--- config.mk ---
export PLATFORM = sky130hd
export DESIGN_NAME = masked_byte_signature_scan
export DESIGN_NICKNAME = d
export VERILOG_FILES = /design/src/rtl/core/mbss_pkg.sv /design/src/rtl/core/mbss_cell.sv /design/src/rtl/core/mbss_align.sv /design/src/rtl/core/masked_byte_signature_scan.sv
export SDC_FILE = /design/constraint.sdc
export NUM_CORES = 2
export LEC_CHECK = 0
export BUFFER_PORTS_ARGS = -buffer_cell sky130_fd_sc_hd__buf_2
export CAP_MARGIN = 20
export CORE_MARGIN = 2
export CORE_UTILIZATION = 40
export CTS_CLUSTER_SIZE = 30
export DETAILED_ROUTE_END_ITERATION = 8
export PLACE_DENSITY = 0.61
export SLEW_MARGIN = 10
export SYNTH_ARGS = -nofsm -noshare
export SYNTH_HDL_FRONTEND = slang
export SYNTH_SLANG_ARGS = --single-unit
export TNS_END_PERCENT = 5
--- constraint.sdc ---
create_clock -name clk -period 58.3 [get_ports clk]
set_clock_uncertainty 0.2 [all_clocks]
set_input_delay 2.915 -clock clk [delete_from_list [all_inputs] [get_ports clk]]
set_output_delay 2.915 -clock clk [all_outputs]
set_load 0.01 [all_outputs]
--- src/rtl/core/mbss_pkg.sv ---
`timescale 1ns / 1ps

package mbss_pkg;

    localparam int BYTE_BITS             = 8;
    localparam int PATTERN_SLOTS         = 32;
    localparam int SLOT_BITS             = 5;
    localparam int PATTERN_WORD_BITS     = 64;
    localparam int PATTERN_WORDS         = 4;
    localparam int PATTERN_BITS          = PATTERN_WORDS * PATTERN_WORD_BITS;
    localparam int LENGTH_BITS           = 6;
    localparam int VALUE_BITS            = 32;
    localparam int OFFSET_BITS           = 32;
    localparam int STATUS_BITS           = 2;
    localparam int CFG_INDEX_BITS        = 4;
    localparam int CFG_DATA_BITS         = 64;
    localparam int FOLLOW_COUNT_BITS     = 2;

    localparam int MAX_PATTERN_BYTES_DEF = 32;

    // Width of the address space that match addresses wrap in.
    localparam int ADDRESS_BITS          = 32;

    localparam logic [VALUE_BITS-1:0] ADDR_MASK = (ADDRESS_BITS >= VALUE_BITS) ?
        {VALUE_BITS{1'b1}} : VALUE_BITS'((64'd1 << ADDRESS_BITS) - 64'd1);

    localparam logic [STATUS_BITS-1:0] STATUS_NOT_FOUND = 2'd0;
    localparam logic [STATUS_BITS-1:0] STATUS_FOUND     = 2'd1;
    localparam logic [STATUS_BITS-1:0] STATUS_CUT_SHORT = 2'd2;

    localparam logic [CFG_INDEX_BITS-1:0] REG_PATTERN_0      = 4'd0;
    localparam logic [CFG_INDEX_BITS-1:0] REG_PATTERN_1      = 4'd1;
    localparam logic [CFG_INDEX_BITS-1:0] REG_PATTERN_2      = 4'd2;
    localparam logic [CFG_INDEX_BITS-1:0] REG_PATTERN_3      = 4'd3;
    localparam logic [CFG_INDEX_BITS-1:0] REG_CARE_MASK      = 4'd4;
    localparam logic [CFG_INDEX_BITS-1:0] REG_PATTERN_LENGTH = 4'd5;
    localparam logic [CFG_INDEX_BITS-1:0] REG_FOLLOW_MODE    = 4'd6;
    localparam logic [CFG_INDEX_BITS-1:0] REG_BASE_ADDRESS   = 4'd7;

    localparam logic [FOLLOW_COUNT_BITS-1:0] FOLLOW_LAST_BYTE = 2'd3;

    typedef struct packed {
        logic [SLOT_BITS-1:0]  len_m1;
        logic [VALUE_BITS-1:0] base_adj;
    } setup_t;

endpackage

--- src/rtl/core/mbss_cell.sv ---
`timescale 1ns / 1ps

module mbss_cell (
    input  logic                           clk,
    input  logic                           shift_en,
    input  logic [mbss_pkg::BYTE_BITS-1:0] byte_in,
    input  logic [mbss_pkg::BYTE_BITS-1:0] pattern_byte,
    input  logic                           care,
    output logic [mbss_pkg::BYTE_BITS-1:0] byte_out,
    output logic                           hit
);
    import mbss_pkg::*;

    logic [BYTE_BITS-1:0] byte_reg;

    always_ff @(posedge clk)
    begin
        if (shift_en)
        begin
            byte_reg <= byte_in;
        end
    end

    // The compare looks at the byte entering this slot, so the whole row
    // judges the window as it stands after the current byte.
    assign hit      = !care || (byte_in == pattern_byte);
    assign byte_out = byte_reg;

endmodule

--- src/rtl/core/mbss_align.sv ---
`timescale 1ns / 1ps

module mbss_align #(
    parameter int MAX_BYTES = mbss_pkg::MAX_PATTERN_BYTES_DEF
) (
    input  logic                                          clk,
    input  logic [mbss_pkg::PATTERN_BITS-1:0]             pattern_flat,
    input  logic [mbss_pkg::PATTERN_SLOTS-1:0]            care_mask,
    input  logic [mbss_pkg::LENGTH_BITS-1:0]              pattern_length,
    input  logic [mbss_pkg::VALUE_BITS-1:0]               base_address,
    output logic [MAX_BYTES-1:0][mbss_pkg::BYTE_BITS-1:0] aligned_byte,
    output logic [MAX_BYTES-1:0]                          aligned_care,
    output mbss_pkg::setup_t                              setup
);
    import mbss_pkg::*;

    localparam logic [LENGTH_BITS-1:0] MAX_LEN = LENGTH_BITS'(MAX_BYTES);

    logic [MAX_BYTES-1:0][BYTE_BITS-1:0] aligned_byte_reg;
    logic [MAX_BYTES-1:0][BYTE_BITS-1:0] aligned_byte_next;
    logic [MAX_BYTES-1:0]                aligned_care_reg;
    logic [MAX_BYTES-1:0]                aligned_care_next;
    setup_t                              setup_reg;
    setup_t                              setup_next;
    logic [LENGTH_BITS-1:0]              len_eff;

    always_comb
    begin
        if (pattern_length == '0)
        begin
            len_eff = LENGTH_BITS'(1);
        end
        else if (pattern_length > MAX_LEN)
        begin
            len_eff = MAX_LEN;
        end
        else
        begin
            len_eff = pattern_length;
        end
        setup_next.len_m1   = SLOT_BITS'(len_eff - LENGTH_BITS'(1));
        setup_next.base_adj = base_address - VALUE_BITS'(setup_next.len_m1);
    end

    // Window slot j (newest byte in slot 0) faces pattern byte len-1-j.
    always_comb
    begin
        logic [SLOT_BITS-1:0] slot;
        slot = '0;
        for (int j = 0; j < MAX_BYTES; j++)
        begin
            slot                 = setup_next.len_m1 - SLOT_BITS'(j);
            aligned_byte_next[j] = pattern_flat[{slot, 3'b000} +: BYTE_BITS];
            aligned_care_next[j] = (SLOT_BITS'(j) <= setup_next.len_m1) && care_mask[slot];
        end
    end

    always_ff @(posedge clk)
    begin
        aligned_byte_reg <= aligned_byte_next;
        aligned_care_reg <= aligned_care_next;
        setup_reg        <= setup_next;
    end

    assign aligned_byte = aligned_byte_reg;
    assign aligned_care = aligned_care_reg;
    assign setup        = setup_reg;

endmodule

--- src/rtl/core/masked_byte_signature_scan.sv ---
`timescale 1ns / 1ps

// Scans a region one byte per cycle for the first occurrence of a masked byte
// pattern and reports its address, or in follow mode the little-endian word
// after it. A new byte is taken in every cycle; the only stalls come from a
// full result register that the consumer is holding, and from the cycle
// after each configuration write, in which the pattern is re-aligned onto
// the row of window cells. Each byte is compared in the cycle it is taken,
// across all window cells in parallel, and its result (if any) is offered
// on the output in the next cycle. There is no clearing pass; after reset
// input is stalled while the reset pattern is aligned.
module masked_byte_signature_scan #(
    parameter int MAX_PATTERN_BYTES = mbss_pkg::MAX_PATTERN_BYTES_DEF
) (
    input  logic                                clk,
    input  logic                                rst_n,
    input  logic                                in_valid,
    output logic                                in_stall,
    input  logic [mbss_pkg::BYTE_BITS-1:0]      data_byte,
    input  logic                                last_byte,
    output logic                                out_valid,
    input  logic                                out_stall,
    output logic [mbss_pkg::STATUS_BITS-1:0]    status,
    output logic [mbss_pkg::VALUE_BITS-1:0]     value,
    input  logic                                cfg_valid,
    output logic                                cfg_ready,
    input  logic [mbss_pkg::CFG_INDEX_BITS-1:0] cfg_index,
    input  logic [mbss_pkg::CFG_DATA_BITS-1:0]  cfg_data
);
    import mbss_pkg::*;

    logic [PATTERN_WORDS-1:0][PATTERN_WORD_BITS-1:0] pattern_reg;
    logic [PATTERN_SLOTS-1:0]                        care_reg;
    logic [LENGTH_BITS-1:0]                          length_reg;
    logic                                            follow_reg;
    logic [VALUE_BITS-1:0]                           base_reg;
    logic                                            refresh_reg;

    logic [MAX_PATTERN_BYTES-1:0][BYTE_BITS-1:0] aligned_byte;
    logic [MAX_PATTERN_BYTES-1:0]                aligned_care;
    setup_t                                      setup;

    logic [MAX_PATTERN_BYTES-1:0][BYTE_BITS-1:0] chain;
    logic [MAX_PATTERN_BYTES-1:0]                hit;

    logic [OFFSET_BITS-1:0]       offset_reg;
    logic [OFFSET_BITS-1:0]       offset_next;
    logic                         given_reg;
    logic                         given_next;
    logic                         collecting_reg;
    logic                         collecting_next;
    logic [FOLLOW_COUNT_BITS-1:0] fcount_reg;
    logic [FOLLOW_COUNT_BITS-1:0] fcount_next;
    logic [VALUE_BITS-1:0]        fword_reg;
    logic [VALUE_BITS-1:0]        fword_next;

    logic                         out_valid_reg;
    logic                         out_valid_next;
    logic [STATUS_BITS-1:0]       status_reg;
    logic [VALUE_BITS-1:0]        value_reg;

    logic                         in_accept;
    logic                         shift_en;
    logic                         window_hit;
    logic                         emit;
    logic [STATUS_BITS-1:0]       emit_status;
    logic [VALUE_BITS-1:0]        emit_value;

    assign cfg_ready = 1'b1;

    always_ff @(posedge clk or negedge rst_n)
    begin
        if (!rst_n)
        begin
            pattern_reg <= '0;
            care_reg    <= '0;
            length_reg  <= LENGTH_BITS'(1);
            follow_reg  <= 1'b0;
            base_reg    <= '0;
            refresh_reg <= 1'b1;
        end
        else
        begin
            refresh_reg <= cfg_valid;
            if (cfg_valid)
            begin
                case (cfg_index)
                    REG_PATTERN_0:      pattern_reg[0] <= cfg_data;
                    REG_PATTERN_1:      pattern_reg[1] <= cfg_data;
                    REG_PATTERN_2:      pattern_reg[2] <= cfg_data;
                    REG_PATTERN_3:      pattern_reg[3] <= cfg_data;
                    REG_CARE_MASK:      care_reg       <= cfg_data[PATTERN_SLOTS-1:0];
                    REG_PATTERN_LENGTH: length_reg     <= cfg_data[LENGTH_BITS-1:0];
                    REG_FOLLOW_MODE:    follow_reg     <= cfg_data[0];
                    REG_BASE_ADDRESS:   base_reg       <= cfg_data[VALUE_BITS-1:0];
                    default:            ;
                endcase
            end
        end
    end

    mbss_align #(
        .MAX_BYTES(MAX_PATTERN_BYTES)
    ) u_align (
        .clk            (clk),
        .pattern_flat   (pattern_reg),
        .care_mask      (care_reg),
        .pattern_length (length_reg),
        .base_address   (base_reg),
        .aligned_byte   (aligned_byte),
        .aligned_care   (aligned_care),
        .setup          (setup)
    );

    // The cycle after a configuration write the aligned pattern is stale.
    assign in_stall  = refresh_reg || (out_valid_reg && out_stall);
    assign in_accept = in_valid && !in_stall;
    assign shift_en  = in_accept && !given_reg && !collecting_reg;
    assign chain[0]  = data_byte;

    for (genvar j = 0; j < MAX_PATTERN_BYTES; j++)
    begin : g_cell
        if (j < MAX_PATTERN_BYTES - 1)
        begin : g_mid
            mbss_cell u_cell (
                .clk          (clk),
                .shift_en     (shift_en),
                .byte_in      (chain[j]),
                .pattern_byte (aligned_byte[j]),
                .care         (aligned_care[j]),
                .byte_out     (chain[j+1]),
                .hit          (hit[j])
            );
        end
        else
        begin : g_end
            mbss_cell u_cell (
                .clk          (clk),
                .shift_en     (shift_en),
                .byte_in      (chain[j]),
                .pattern_byte (aligned_byte[j]),
                .care         (aligned_care[j]),
                .byte_out     (),
                .hit          (hit[j])
            );
        end
    end

    // Slots past the pattern length are masked off, and the offset check keeps
    // the match inside the bytes of the current region.
    assign window_hit = (&hit) && (offset_reg >= OFFSET_BITS'(setup.len_m1));

    always_comb
    begin
        offset_next     = offset_reg;
        given_next      = given_reg;
        collecting_next = collecting_reg;
        fcount_next     = fcount_reg;
        fword_next      = fword_reg;
        emit            = 1'b0;
        emit_status     = STATUS_NOT_FOUND;
        emit_value      = '0;
        if (in_accept)
        begin
            if (given_reg)
            begin
                emit = 1'b0;
            end
            else if (collecting_reg)
            begin
                fword_next[{fcount_reg, 3'b000} +: BYTE_BITS] = data_byte;
                fcount_next = fcount_reg + FOLLOW_COUNT_BITS'(1);
                if (fcount_reg == FOLLOW_LAST_BYTE)
                begin
                    emit            = 1'b1;
                    emit_status     = STATUS_FOUND;
                    emit_value      = {data_byte, fword_reg[VALUE_BITS-BYTE_BITS-1:0]};
                    given_next      = 1'b1;
                    collecting_next = 1'b0;
                end
                else if (last_byte)
                begin
                    emit        = 1'b1;
                    emit_status = STATUS_CUT_SHORT;
                end
            end
            else
            begin
                if (offset_reg != '1)
                begin
                    offset_next = offset_reg + OFFSET_BITS'(1);
                end
                if (window_hit)
                begin
                    if (!follow_reg)
                    begin
                        emit        = 1'b1;
                        emit_status = STATUS_FOUND;
                        emit_value  = (setup.base_adj + offset_reg) & ADDR_MASK;
                        given_next  = 1'b1;
                    end
                    else
                    begin
                        collecting_next = 1'b1;
                        fcount_next     = '0;
                        fword_next      = '0;
                        if (last_byte)
                        begin
                            emit        = 1'b1;
                            emit_status = STATUS_CUT_SHORT;
                        end
                    end
                end
                else if (last_byte)
                begin
                    emit        = 1'b1;
                    emit_status = STATUS_NOT_FOUND;
                end
            end
            if (last_byte)
            begin
                offset_next     = '0;
                given_next      = 1'b0;
                collecting_next = 1'b0;
                fcount_next     = '0;
                fword_next      = '0;
            end
        end
    end

    always_comb
    begin
        out_valid_next = out_valid_reg;
        if (emit)
        begin
            out_valid_next = 1'b1;
        end
        else if (out_valid_reg && !out_stall)
        begin
            out_valid_next = 1'b0;
        end
    end

    always_ff @(posedge clk or negedge rst_n)
    begin
        if (!rst_n)
        begin
            offset_reg     <= '0;
            given_reg      <= 1'b0;
            collecting_reg <= 1'b0;
            fcount_reg     <= '0;
            fword_reg      <= '0;
            out_valid_reg  <= 1'b0;
        end
        else
        begin
            offset_reg     <= offset_next;
            given_reg      <= given_next;
            collecting_reg <= collecting_next;
            fcount_reg     <= fcount_next;
            fword_reg      <= fword_next;
            out_valid_reg  <= out_valid_next;
        end
    end

    always_ff @(posedge clk)
    begin
        if (emit)
        begin
            status_reg <= emit_status;
            value_reg  <= emit_value;
        end
    end

    assign out_valid = out_valid_reg;
    assign status    = status_reg;
    assign value     = value_reg;

    a_collect_excl: assert property (@(posedge clk) disable iff (!rst_n)
        collecting_reg |-> !given_reg)
        else $error("follow collection active after the region already answered");

    a_no_overrun: assert property (@(posedge clk) disable iff (!rst_n)
        (out_valid_reg && out_stall) |-> !in_accept)
        else $error("byte taken while a held result occupies the output register");

    a_status_code: assert property (@(posedge clk) disable iff (!rst_n)
        out_valid_reg |-> (status_reg <= STATUS_CUT_SHORT))
        else $error("result carries an undefined status code");

    a_restart: assert property (@(posedge clk) disable iff (!rst_n)
        (in_accept && last_byte) |=> (offset_reg == '0) && !given_reg && !collecting_reg)
        else $error("scan state not cleared after the final byte of a region");

    a_value_zero: assert property (@(posedge clk) disable iff (!rst_n)
        (out_valid_reg && (status_reg != STATUS_FOUND)) |-> (value_reg == '0))
        else $error("nonzero value on a not-found or cut-short result");

endmodule

After elaboration in Yosys (flattened, before gate mapping)

Cells that the tools add are included.

Flip-flop bits (word level): 1,004
Output and inout port bits: 37
Logic and storage cells: 501

Equality and inequality tests: 43
Shifts and indexed selects: 34
$lt $le $gt $ge: 66
Multiplexer cells: 111
Add/sub/neg operators: 37
Bitwise gates (word level): 1
Reduce and logical (&&, ||, !) cells: 126

Operators by type and width:

| cell                   | count |
|---|---|
| $shiftx 256x9->8       | 32 |
| $mux 32                | 13 |
| $eq 8x8->1             | 32 |
| $lt 5x6->1 const B     | 32 |
| $bmux 1 s5             | 32 |
| $le 5x5->1 const A     | 16 |
| $sub 5x5->5 const B    | 16 |
| $mux 1                 | 53 |
| $le 4x5->1 const A     | 8 |
| $sub 5x4->5 const B    | 8 |
| $logic_and 1x1->1      | 38 |
| $logic_not 1->1        | 36 |
| $logic_or 1x1->1       | 33 |
| $add 32x1->32 const B  | 1 |
| $add 32x32->32         | 1 |
| $bwmux 32              | 1 |
| $ge 32x5->1            | 1 |
| $ne 32x32->1 const B   | 1 |
| $reduce_and 32->1      | 1 |
| $shift 8x7->32 const A | 1 |
| $shiftx 8x7->32        | 1 |
| $sub 32x5->32          | 1 |
| $le 3x5->1 const A     | 4 |
| $mux 2                 | 10 |
| 22 further kinds       | 46 |

Depth between registers and ports, before layout

Depth after elaboration: 9
Gate-level depth with buffers: 20

Modules after synthesis

A second synthesis with hierarchy kept.

Cell total of the unflattened synthesis: 5,745
Area, all modules: 59,316.9 um^2

By module, submodules not included:

| module                     | times used | cells an instance | area each (um^2) | seq. area each (um^2) |
|---|---|---|---|---|
| mbss_align                 | 1          | 3,766             | 30,302.8         | 6,506.2 |
| masked_byte_signature_scan | 1          | 1,371             | 18,524.0         | 10,757.8 |
| mbss_cell                  | 32         | 19                | 327.8            | 240.2 |

Worst setup path before layout

OpenSTA, ideal clock, no wires.

Kind: in2reg
Start: in out_stall
End: reg offset_reg[22]
Cell stages on the path: 8
Arrival time: 30.790 ns
Path slack: 27.232 ns
Buffers on the path: 0
Cell sequence: a21oi_1 inv_1 nor4_1 o211ai_1 nor3b_1 nand2_1 or3_1 a21oi_1

Longest elaborated chain between the ends: 5

RTL lines:

| item                       | line                              | RTL |
|---|---|---|
| start: declaration         | masked_byte_signature_scan.sv:22  | `input logic out_stall,` |
| $logic_and 1x1->1          | masked_byte_signature_scan.sv:116 | `assign in_stall = refresh_reg \|\| (out_valid_reg && out_stall);` |
| $logic_or 1x1->1           | masked_byte_signature_scan.sv:116 |  |
| via in_stall               | masked_byte_signature_scan.sv:18  | `output logic in_stall,` |
| $logic_not 1->1            | masked_byte_signature_scan.sv:117 | `assign in_accept = in_valid && !in_stall;` |
| $logic_and 1x1->1          | masked_byte_signature_scan.sv:117 |  |
| $reduce_and 4->1 (no line) | n/a                               |  |
| end signal: assignment     | masked_byte_signature_scan.sv:257 | `offset_reg <= offset_next;` |
| end: declaration           | masked_byte_signature_scan.sv:46  | `logic [OFFSET_BITS-1:0] offset_reg;` |

The timed path passes the listed nets, and every way through them passes these cells.
A chain may end at the register's enable or synchronous reset.

Worst setup path in the final report

Start: in out_stall
End: out in_stall

Longest elaborated chain between the ends: 2

RTL lines:

| item              | line |
|---|---|
| $logic_and 1x1->1 | masked_byte_signature_scan.sv:116 |
| $logic_or 1x1->1  | masked_byte_signature_scan.sv:116 |
| end: declaration  | masked_byte_signature_scan.sv:18 |

No other way between the ends.

==> qor.csv <==
stage;metric;value;unit
final_layout;Register Area;0.0247;mm2
sta;Tcrit/Tclk final;11.6;%
yosys;biggest area consumer among synthesized cells;mux2i_1;
clock_network;Post-CTS Resized;0;
yosys;#FFs+latches synth;996;
pwr;pwr dens;61.2;mW/mm2
yosys;Synthesis Warnings;0;
yosys;Synth top area share;20.0;%
setup_path;crit path DAT;3620;ps
setup_path;CP Capture Type;output port;
setup_path;r2r worst-path depth;15;
worst_hold_path;hold depth;0;
worst_hold_path;min-delay src;g_cell[27].g_mid.u_cell.byte_out[3]$_DFFE_PP_;
yosys;Main synth FF type;dfrtp_1;
yosys;Async S/R FF share, synth;39.1;%
pwr;maximum vdd drop;0.0362;mV
run;Max-cap violations;0;
setup_path;most used cell, CP;buf_2;
worst_hold_path;HP Class;reg2reg;
floorplan;num ports;119;
clock_network;Setup Fix Bufs, Post-CTS;0;
sta;Slew Limit Fails;0;
floorplan;die width;371;um
sta;max frequency;0.148;GHz
yosys;Netlist Area Pre-Place;0.0539;mm2
global_route;total track usage;29.4;%
setup_path;Crit-path slowest cell;a21oi_1;
setup_path;CP Capture Point;in_stall;
setup_path;crit-path cells;buf_2 > a21oi_1 > inv_1 > buf_2;
clock_network;Clock Sinks;996;
routing;wire per inst;31.2;um
setup_path;Worst setup SP type;input port;
setup_path;R2R Path Start;length_reg[5]$_DFFE_PN0P_;
clock_network;htree depth;3;
setup_path;cell family with most CP delay;buffers and inverters;
setup_path;Setup CP Type;in2out;
floorplan;Core Region;0.134;mm2
sta;slew margin rel.;26.3;%
global_route;largest net degree at the start of global routing;133;
final_layout;area grow syn2layout;11.3;%
setup_path;CP startpoint;out_stall;
floorplan;Initial Utilization;40.4;%
setup_path;CP Data Required Time;55180;ps
sta;minimum clock period;6730;ps
routing;final WL;206000;um
yosys;Post-synth EDFFs;282;
routing;# DRC;0;
status;status;finished clean;
final_layout;final core utilization;44.9;%
setup_path;Crit. path cell count;4;
clock_network;CTS root buf;clkbuf_16;
yosys;ranking of synthesized cells by area;mux2i_1 (20%), dfrtp_1 (18%), edfxtp_1 (16%);
global_route;first-pass GRT wire length;288000;um
clock_network;CTS Buf Count;109;
clock_network;clk slew on worst S/H paths;60;ps
setup_path;CP max stage delay;290;ps
global_route;number of global-route vias before repair;37500;
floorplan;die area;0.138;mm2
clock_network;Clk Latency, worst-skew pair;760;ps
floorplan;site row count;134;
placed_design;GPL Wtd Cong;1.03;
sta;unrepaired setup endpoints after global routing;false;
final_layout;fin nets;4906;
clock_network;CTS Hold Buffers Added;0;
yosys;cell count after synthesis;4743;
setup_path;crit path max fanout;5;
clock_network;CTS tree;done;
placed_design;IO Port Bufs;117;
clock_network;Max clock buf depth;3;
routing;Via density;6.09;
yosys;Synthesized Nets;4885;
routing;detailed router's first-iteration violation count;5202;
setup_path;r2r endpoint;u_align.aligned_byte[140]$_DFF_P_;
global_route;GRT Residual Overflow;0;
final_layout;# fillers;12400;
sta;setup tns final;0;ps
sta;Hold Fails Final Rpt;0;
placed_design;hpwl dp;155000;um
final_layout;multi-input logic area;0.0280;mm2
routing;DR pass1 iterations;5;
sta;Worst Tran Pin Value;1100;ps
yosys;Netlist cell types;82;
sta;setup violators final;0;
setup_path;Buf+Inv Stages, Crit Path;3;
routing;via count;40400;
yosys;register area share after synthesis;45.8;%
global_route;initial antenna violation count;10;
yosys;Mapped Avg Cell Area;11.4;um2
setup_path;register-to-register setup slack;52050;ps
pwr;static leakage;0.0255;uW
routing;antenna-violating nets left;0;
final_layout;share of cells above drive strength 1;17.3;%
floorplan;Die Ht;371;um
-- through the flow --
stage	area (um2)	worst slack [ps]	hold slack (ps)	total power, uW	cells
finish	60000	51570	257	3670	6626
global route	60000	51520	261	3760	6624
CTS	60000	51570	261	3600	6623
detailed placement	56300	51470	256	2880	6420
global placement	56300	51490	250	2850	6419
floorplan	53900	27230	246	2170	4743
-- cell type report --
cell class / count / share of cell area, %
antenna: 2 / 0.00834
timing repair buffer: 187 / 1.88
sequential: 996 / 41.2
clock buffer: 162 / 5.42
tap: 1768 / 3.69
multi-input combinational: 3405 / 46.6
inverter: 65 / 0.427
clock inverter: 41 / 0.757
-- placed cells by master, fill, tap and decap left out, types with 57 or more instances in the layout --
cell          n
nand2_1     281
nor2_1      259
buf_2       117
edfxtp_1    282
dfxtp_1     325
nand4_1      90
buf_4        68
a21oi_1     246
mux2_2      394
mux2i_1    1078
xnor2_1     303
dfrtp_1     386
inv_1        57
o21ai_0     117
a2bb2oi_1   127
clkbuf_16   116
-- kinds of logic (layout without fill, tap and decap cells) --
group / after synthesis / after routing / synth area share (%)
muxes: 1496 / 1496 / 29.2
DFF: 996 / 996 / 45.8
and+or+nand+nor: 848 / 848 / 7.26
AOI/OAI and AO/OA: 650 / 650 / 7.71
xor gates and xnor gates: 350 / 350 / 5.98
buffers and inverters: 342 / 455 / 2.63
adders and majority gates: 60 / 60 / 1.42
other: 1 / 3 / 0.00695
-- cells in the mapped netlist (all sizes together) (122+ instances only) --
master / count
mux2i: 1078
clkbuf: 141
o21ai: 122
dfrtp: 387
mux2: 396
nand2: 283
nor2: 263
a2bb2oi: 127
a21oi: 248
dfxtp: 325
edfxtp: 282
buf: 136
xnor2: 322
-- routing by layer --
metal | vias to the layer above | GRT usage [%] | wire length [um]
li1 | 17400 | - | -
met1 | 20500 | 42.0 | 88600
met2 | 2103 | 42.2 | 85800
met3 | 346 | 6.66 | 21400
met4 | 8 | 13.2 | 10500
met5 | - | 1.05 | 239
-- worst min-delay path by stage --
stage / endpoint / slack, ps
after global routing: g_cell[3].g_mid.u_cell.byte_out[1]$_DFFE_PP_ / 260
after detailed placement: g_cell[10].g_mid.u_cell.byte_out[6]$_DFFE_PP_ / 260
after floorplan: u_align.setup[31]$_DFF_P_ / 250
after CTS: g_cell[28].g_mid.u_cell.byte_out[3]$_DFFE_PP_ / 260
after global placement: g_cell[10].g_mid.u_cell.byte_out[6]$_DFFE_PP_ / 250
final: g_cell[28].g_mid.u_cell.byte_out[3]$_DFFE_PP_ / 260
-- power breakdown --
group / leakage [uW] / internal, uW / switching [uW] / total, uW
Combinational: 0.0134 / 676 / 1190 / 1870
Sequential: 0.0102 / 904 / 184 / 1090
Clock: 0.00181 / 414 / 304 / 719
Note: power is estimated with default switching activity, not from simulation.
